File: src/hdl/wtsp_pkg.sv
// ---------------------------------------------------------------------------
// wtsp_pkg
// Shared constants and types of the world to screen projection unit.
// ---------------------------------------------------------------------------
`default_nettype none

package wtsp_pkg;

   // Default field widths of world points and matrix coefficients.
   localparam int DEF_COORD_WIDTH = 24;
   localparam int DEF_COEFF_WIDTH = 16;

   // Fixed formats of the offsets, viewport size and results.
   localparam int OFFSET_WIDTH = 32;
   localparam int OFFSET_SHIFT = 8;
   localparam int DIM_WIDTH    = 14;
   localparam int SCALE_WIDTH  = 17;
   localparam int OUT_WIDTH    = 20;
   localparam int CSR_IDX_WIDTH = 3;

   // Quotient bits produced by the divider; larger quotients saturate.
   localparam int QUOT_BITS = 21;

   // Smallest visible depth sum (0.001 with 20 fraction bits, rounded up).
   localparam int DEPTH_MIN = 1049;

   localparam int OUT_MAX = 524287;
   localparam int OUT_MIN = -524288;

   localparam logic [DIM_WIDTH-1:0] WIDTH_RESET  = DIM_WIDTH'(1920);
   localparam logic [DIM_WIDTH-1:0] HEIGHT_RESET = DIM_WIDTH'(1080);

   // Register indexes of the configuration port.
   typedef enum logic [CSR_IDX_WIDTH-1:0] {
      REG_HORIZ_COEFFS = 3'd0,
      REG_VERT_COEFFS  = 3'd1,
      REG_DEPTH_COEFFS = 3'd2,
      REG_HORIZ_OFFSET = 3'd3,
      REG_VERT_OFFSET  = 3'd4,
      REG_DEPTH_OFFSET = 3'd5,
      REG_SCREEN_WIDTH = 3'd6,
      REG_SCREEN_HEIGHT = 3'd7
   } csr_index_type;

endpackage

`default_nettype wire

File: src/hdl/wtsp_divider.sv
// ---------------------------------------------------------------------------
// wtsp_divider
// Pipelined restoring divider: an entry stage, then one quotient bit per
// stage, with side bits and a valid bit carried along with each operand pair.
// ---------------------------------------------------------------------------
`default_nettype none

module wtsp_divider import wtsp_pkg::*; #(
   parameter int NW  = 60,
   parameter int DW  = 42,
   parameter int SBW = 1
) (
   input  wire logic                 clock,
   input  wire logic                 reset,
   input  wire logic                 enable,
   input  wire logic                 in_valid,
   input  wire logic [NW-1:0]        in_dividend,
   input  wire logic [DW-1:0]        in_divisor,
   input  wire logic [SBW-1:0]       in_side,
   output logic                      out_valid,
   output logic [QUOT_BITS-1:0]      out_quot,
   output logic                      out_rem_nz,
   output logic [SBW-1:0]            out_side
);

   logic                 valid_ff [QUOT_BITS+1];
   logic [DW-1:0]        rem_ff   [QUOT_BITS+1];
   logic [QUOT_BITS-1:0] low_ff   [QUOT_BITS+1];
   logic [QUOT_BITS-1:0] quot_ff  [QUOT_BITS+1];
   logic [DW-1:0]        div_ff   [QUOT_BITS+1];
   logic [SBW-1:0]       side_ff  [QUOT_BITS+1];

   // Entry stage: the high dividend bits form the first partial remainder.
   always_ff @(posedge clock) begin
      if (reset) begin
         valid_ff[0] <= 1'b0;
      end else if (enable) begin
         valid_ff[0] <= in_valid;
      end
   end

   always_ff @(posedge clock) begin
      if (enable) begin
         rem_ff[0]  <= DW'(in_dividend[NW-1:QUOT_BITS]);
         low_ff[0]  <= in_dividend[QUOT_BITS-1:0];
         quot_ff[0] <= '0;
         div_ff[0]  <= in_divisor;
         side_ff[0] <= in_side;
      end
   end

   // One compare and subtract per stage.
   for (genvar k = 1; k <= QUOT_BITS; k++) begin : g_stage
      logic [DW:0]   trial;
      logic          take;
      logic [DW-1:0] rem_in;

      always_comb begin
         trial  = {rem_ff[k-1], low_ff[k-1][QUOT_BITS-1]};
         take   = trial >= {1'b0, div_ff[k-1]};
         rem_in = take ? DW'(trial - {1'b0, div_ff[k-1]}) : trial[DW-1:0];
      end

      always_ff @(posedge clock) begin
         if (reset) begin
            valid_ff[k] <= 1'b0;
         end else if (enable) begin
            valid_ff[k] <= valid_ff[k-1];
         end
      end

      always_ff @(posedge clock) begin
         if (enable) begin
            rem_ff[k]  <= rem_in;
            low_ff[k]  <= {low_ff[k-1][QUOT_BITS-2:0], 1'b0};
            quot_ff[k] <= {quot_ff[k-1][QUOT_BITS-2:0], take};
            div_ff[k]  <= div_ff[k-1];
            side_ff[k] <= side_ff[k-1];
         end
      end
   end

   assign out_valid  = valid_ff[QUOT_BITS];
   assign out_quot   = quot_ff[QUOT_BITS];
   assign out_rem_nz = rem_ff[QUOT_BITS] != '0;
   assign out_side   = side_ff[QUOT_BITS];

endmodule

`default_nettype wire

File: config.mk
export PLATFORM = sky130hd
export DESIGN_NAME = wtsp_divider
export DESIGN_NICKNAME = d
export VERILOG_FILES = /design/src/hdl/wtsp_pkg.sv /design/src/hdl/wtsp_divider.sv
export SDC_FILE = /design/constraint.sdc
export NUM_CORES = 2
export LEC_CHECK = 0
export BUFFER_PORTS_ARGS = -buffer_cell sky130_fd_sc_hd__clkbuf_2
export CAP_MARGIN = 20
export CORE_MARGIN = 2
export CORE_UTILIZATION = 35
export CTS_BUF_LIST = sky130_fd_sc_hd__clkbuf_4 sky130_fd_sc_hd__clkbuf_8 sky130_fd_sc_hd__clkbuf_16
export DETAILED_ROUTE_END_ITERATION = 16
export GPL_ROUTABILITY_DRIVEN = 0
export PLACE_DENSITY = 0.53
export SYNTH_ARGS = -nofsm -noshare
export SYNTH_HDL_FRONTEND = slang
export SYNTH_SLANG_ARGS = --single-unit
export TNS_END_PERCENT = 50
File: constraint.sdc
create_clock -name clock -period 3.5 [get_ports clock]
set_clock_uncertainty 0.1 [all_clocks]
set_input_delay 0.35 -clock clock [delete_from_list [all_inputs] [get_ports clock]]
set_output_delay 0.35 -clock clock [all_outputs]
set_load 0.01 [all_outputs]
==> flow_metrics.py <==
metrics = {
    "synthesis": {
        "yosysTopAreaCell": "edfxtp_1",
        "async_flop_share_pct": 0,
        "synth_area_um2": 128000,
        "ys_top_cells_by_area": "edfxtp_1 (54%), ha_1 (8.6%), a21oi_1 (4.7%)",
        "yosysMostFrequentCell": "edfxtp_1",
        "ys_types": 98,
        "seq_area_frac_synth_pct": 54.2,
        "netlist_instances": 11400,
        "synth_edf_count": 2309,
        "avgSynthCellArea_um2": 11.2,
        "ys_ff_latch": 2309,
        "syn_nets": 12400,
        "synthTopCellsByCount": "edfxtp_1 (2309), a21oi_1 (1199), inv_1 (1118), ha_1 (880), nor2_1 (729)",
        "synth_top_area_share_pct": 54.2,
        "yosysWarningCount": 0,
        "synth_ff_type": "edfxtp_1",
    },
    "floorplan": {
        "initial_utilization_pct": 35.2,
        "num_rows": 221,
        "die_h_um": 609,
        "core-area_um2": 363000,
        "ios": 131,
        "die_area_um2": 370000,
        "fp.dieW_um": 609,
    },
    "worst_setup_path": {
        "critPathMaxFanout": 6,
        "critPathTopFamily": "compound AO/OA/AOI/OAI gates",
        "end_kind": "register",
        "cp.arrival_ns": 4.43,
        "crit_slowest_cell": "edfxtp_1",
        "critPathLaunchType": "register",
        "cp_num_buf_inv": 4,
        "max_stage_delay_ns": 0.40,
        "crit_type": "reg2reg",
        "crit_chain": "ha_1, buf_4, a21oi_1, a21oi_1, nor4_2, a21oi_2, a31oi_2, buf_4, a211o_1, nand2_2, a221oi_2, nor2_1, o32a_4, buf_12, buf_16, mux2_2",
        "required_ns": 4.04,
        "ff2ff_setup_slack_ns": -0.39,
    },
    "global_routing": {
        "grt_max_degree": 120,
        "track_usage_pct": 17.6,
        "grt_pass1_wl_um": 525000,
        "overflow": 0,
        "grt_pass1_vias": 101000,
        "antenna_found_initial": 8,
    },
    "clock_network": {
        "clkTransAtPathRegs_ns": 0.06,
        "htree_levels": 5,
        "cts-root-buf": "clkbuf_16",
        "clock_latency_ns": 0.93,
        "cts_sinks": 2309,
        "cts_tree": "built",
        "cts_max_path_buffers": 4,
        "cts_inserted_buffers": 280,
    },
    "timing": {
        "finalWorstSetupSlack_ns": -0.387,
        "setup_tns_ns": -59.66,
        "fmax_ghz": 0.257,
        "setup_viol": 545,
        "finalCritPeriodShare_pct": 111,
        "worst_pin_slew_ns": 0.972,
        "hold_viol": 0,
        "period_minus_slack_ns": 3.89,
        "grt_setup_unrepaired": "true",
        "max_slew_margin_pct": 34.7,
        "final-max-slew-violation-count": 0,
    },
    "min_path": {
        "hold_path.class": "in2reg",
    },
    "routing": {
        "wl_per_cell_um": 18.0,
        "routed-via-count": 96800,
        "drtAntennaViolNets": 0,
        "drc": 0,
        "drt_first_pass_iters": 6,
        "viasPerCell": 5.07,
        "drt_iter0_drc": 5251,
        "wl_um": 344000,
    },
    "outcome": {
        "violations": "setup timing",
        "status": "finished with violations",
    },
    "power_and_ir_drop": {
        "power_density_nw_per_um2": 917,
        "power_mw": 155,
        "power.leakage_nw": 71.4,
        "ir_drop_mv": 0.633,
    },
    "place": {
        "portBuffers": 130,
        "dp.cells": 18100,
        "dpl-instance-area_um2": 150000,
        "dpl.hpwl_um": 245000,
    },
    "layout": {
        "drive_above_1_share_pct": 28.3,
        "stdcell_area_um2": 169000,
        "final_cells": 19100,
        "nets": 15100,
        "final_util_pct": 46.6,
        "syn_to_final_growth_pct": 32.4,
    },
    "run": {
        "maxCapViolCount": 0,
    },
}
layout by cell type (no fill, tap or decap), drive strengths merged, types with 34 or more instances in the layout:
cell,synthesis,routed
buf,117,2408
edfxtp,2309,2309
a21oi,1202,1202
inv,1119,1128
ha,880,880
nor2,729,729
nand2,698,698
o21ai,690,690
a21o,519,519
clkbuf,218,480
xnor2,466,466
xor2,315,315
mux2,284,284
nand3,206,206
dlygate4sd3,0,168
nand4,164,164
o21bai,132,132
clkinv,0,112
nor2b,106,106
a31oi,100,100
and3,98,98
nand2b,94,94
o21a,88,89
a211oi,82,82
nor3,81,81
and2,60,60
o31ai,53,53
nor4,47,47
or3,35,35
a21boi,35,35
o211ai,34,34
registers in the layout, summed over array words and instances (netlist names):
register / flops
rem_ff: 921
div_ff: 882
low_ff: 231
side_ff: 22
valid_ff: 22
quot_ff: 231
worst register-to-register path: cells and delay by family, from the launching register on:
kind | cells | cell delay (ns)
DFF | 1 | 0.40
AOI/OAI and AO/OA | 7 | 1.42
adders and majority gates | 1 | 0.36
muxes | 1 | 0.28
buffers and inverters | 4 | 0.63
and+or+nand+nor | 3 | 0.47
stage by stage:
step                hold slack (ns)  setup WS (ns)
global route                 0.0333         -0.529
floorplan                     0.300        -0.0234
detailed placement            0.305         -0.951
finish                       0.0529         -0.387
global placement              0.300         -0.841
CTS                        0.000981         -0.442
worst paths after layout:
path	cells after the start	endpoint	from
setup / recovery	16	rem_ff[0][90]	rem_ff[0][50]
hold / removal	2	div_ff[0][32]	in_divisor[32]
setup reg to reg	16	rem_ff[0][90]	rem_ff[0][50]
hold reg to reg	0	low_ff[10][12]	low_ff[9][11]
layout make-up:
class / count / area [µm²]
antenna: 19 / 47.5
tap: 4794 / 6000
clock buffer: 340 / 7610
fill: 32000 / 194000
timing repair buffer: 2720 / 22800
sequential: 2309 / 69300
multi-input combinational: 7621 / 57600
inverter: 1119 / 4210
clock inverter: 161 / 1700
routing by layer:
metal | GRT usage, % | wire length, µm | vias up
li1 | - | - | 47100
met1 | 15.8 | 114000 | 45900
met3 | 1.91 | 10000 | 1307
met5 | 0 | 0 | -
met2 | 35.2 | 188000 | 2467
met4 | 14.0 | 32100 | 0
logic make-up after synthesis:
group,after synthesis,share of synthesized area [%]
AOI/OAI and AO/OA,3223,15.6
DFF,2309,54.2
buffers and inverters,1454,4.44
adders and majority gates,901,8.94
muxes,292,2.56
xor gates and xnor gates,781,5.35
and+or+nand+nor,2423,8.92
power breakdown:
part           leakage (nW)  switching (mW)  total (mW)  internal (mW)
clock network          4.61            11.6        29.3           17.6
logic                  44.2            41.7        81.9           40.1
registers              22.6            3.76        44.2           40.4
repair_timing:
item                                    in CTS  in global routing
cloned                                      37                 13
gates resized for setup                    843                405
endpoints found under the hold margin      123                  3
endpoints found under the setup margin     895                894
hold buffers                               167                  1
setup buffers                              186                121
pin swaps                                  352                213
Note: power is estimated with default switching activity, not from simulation.
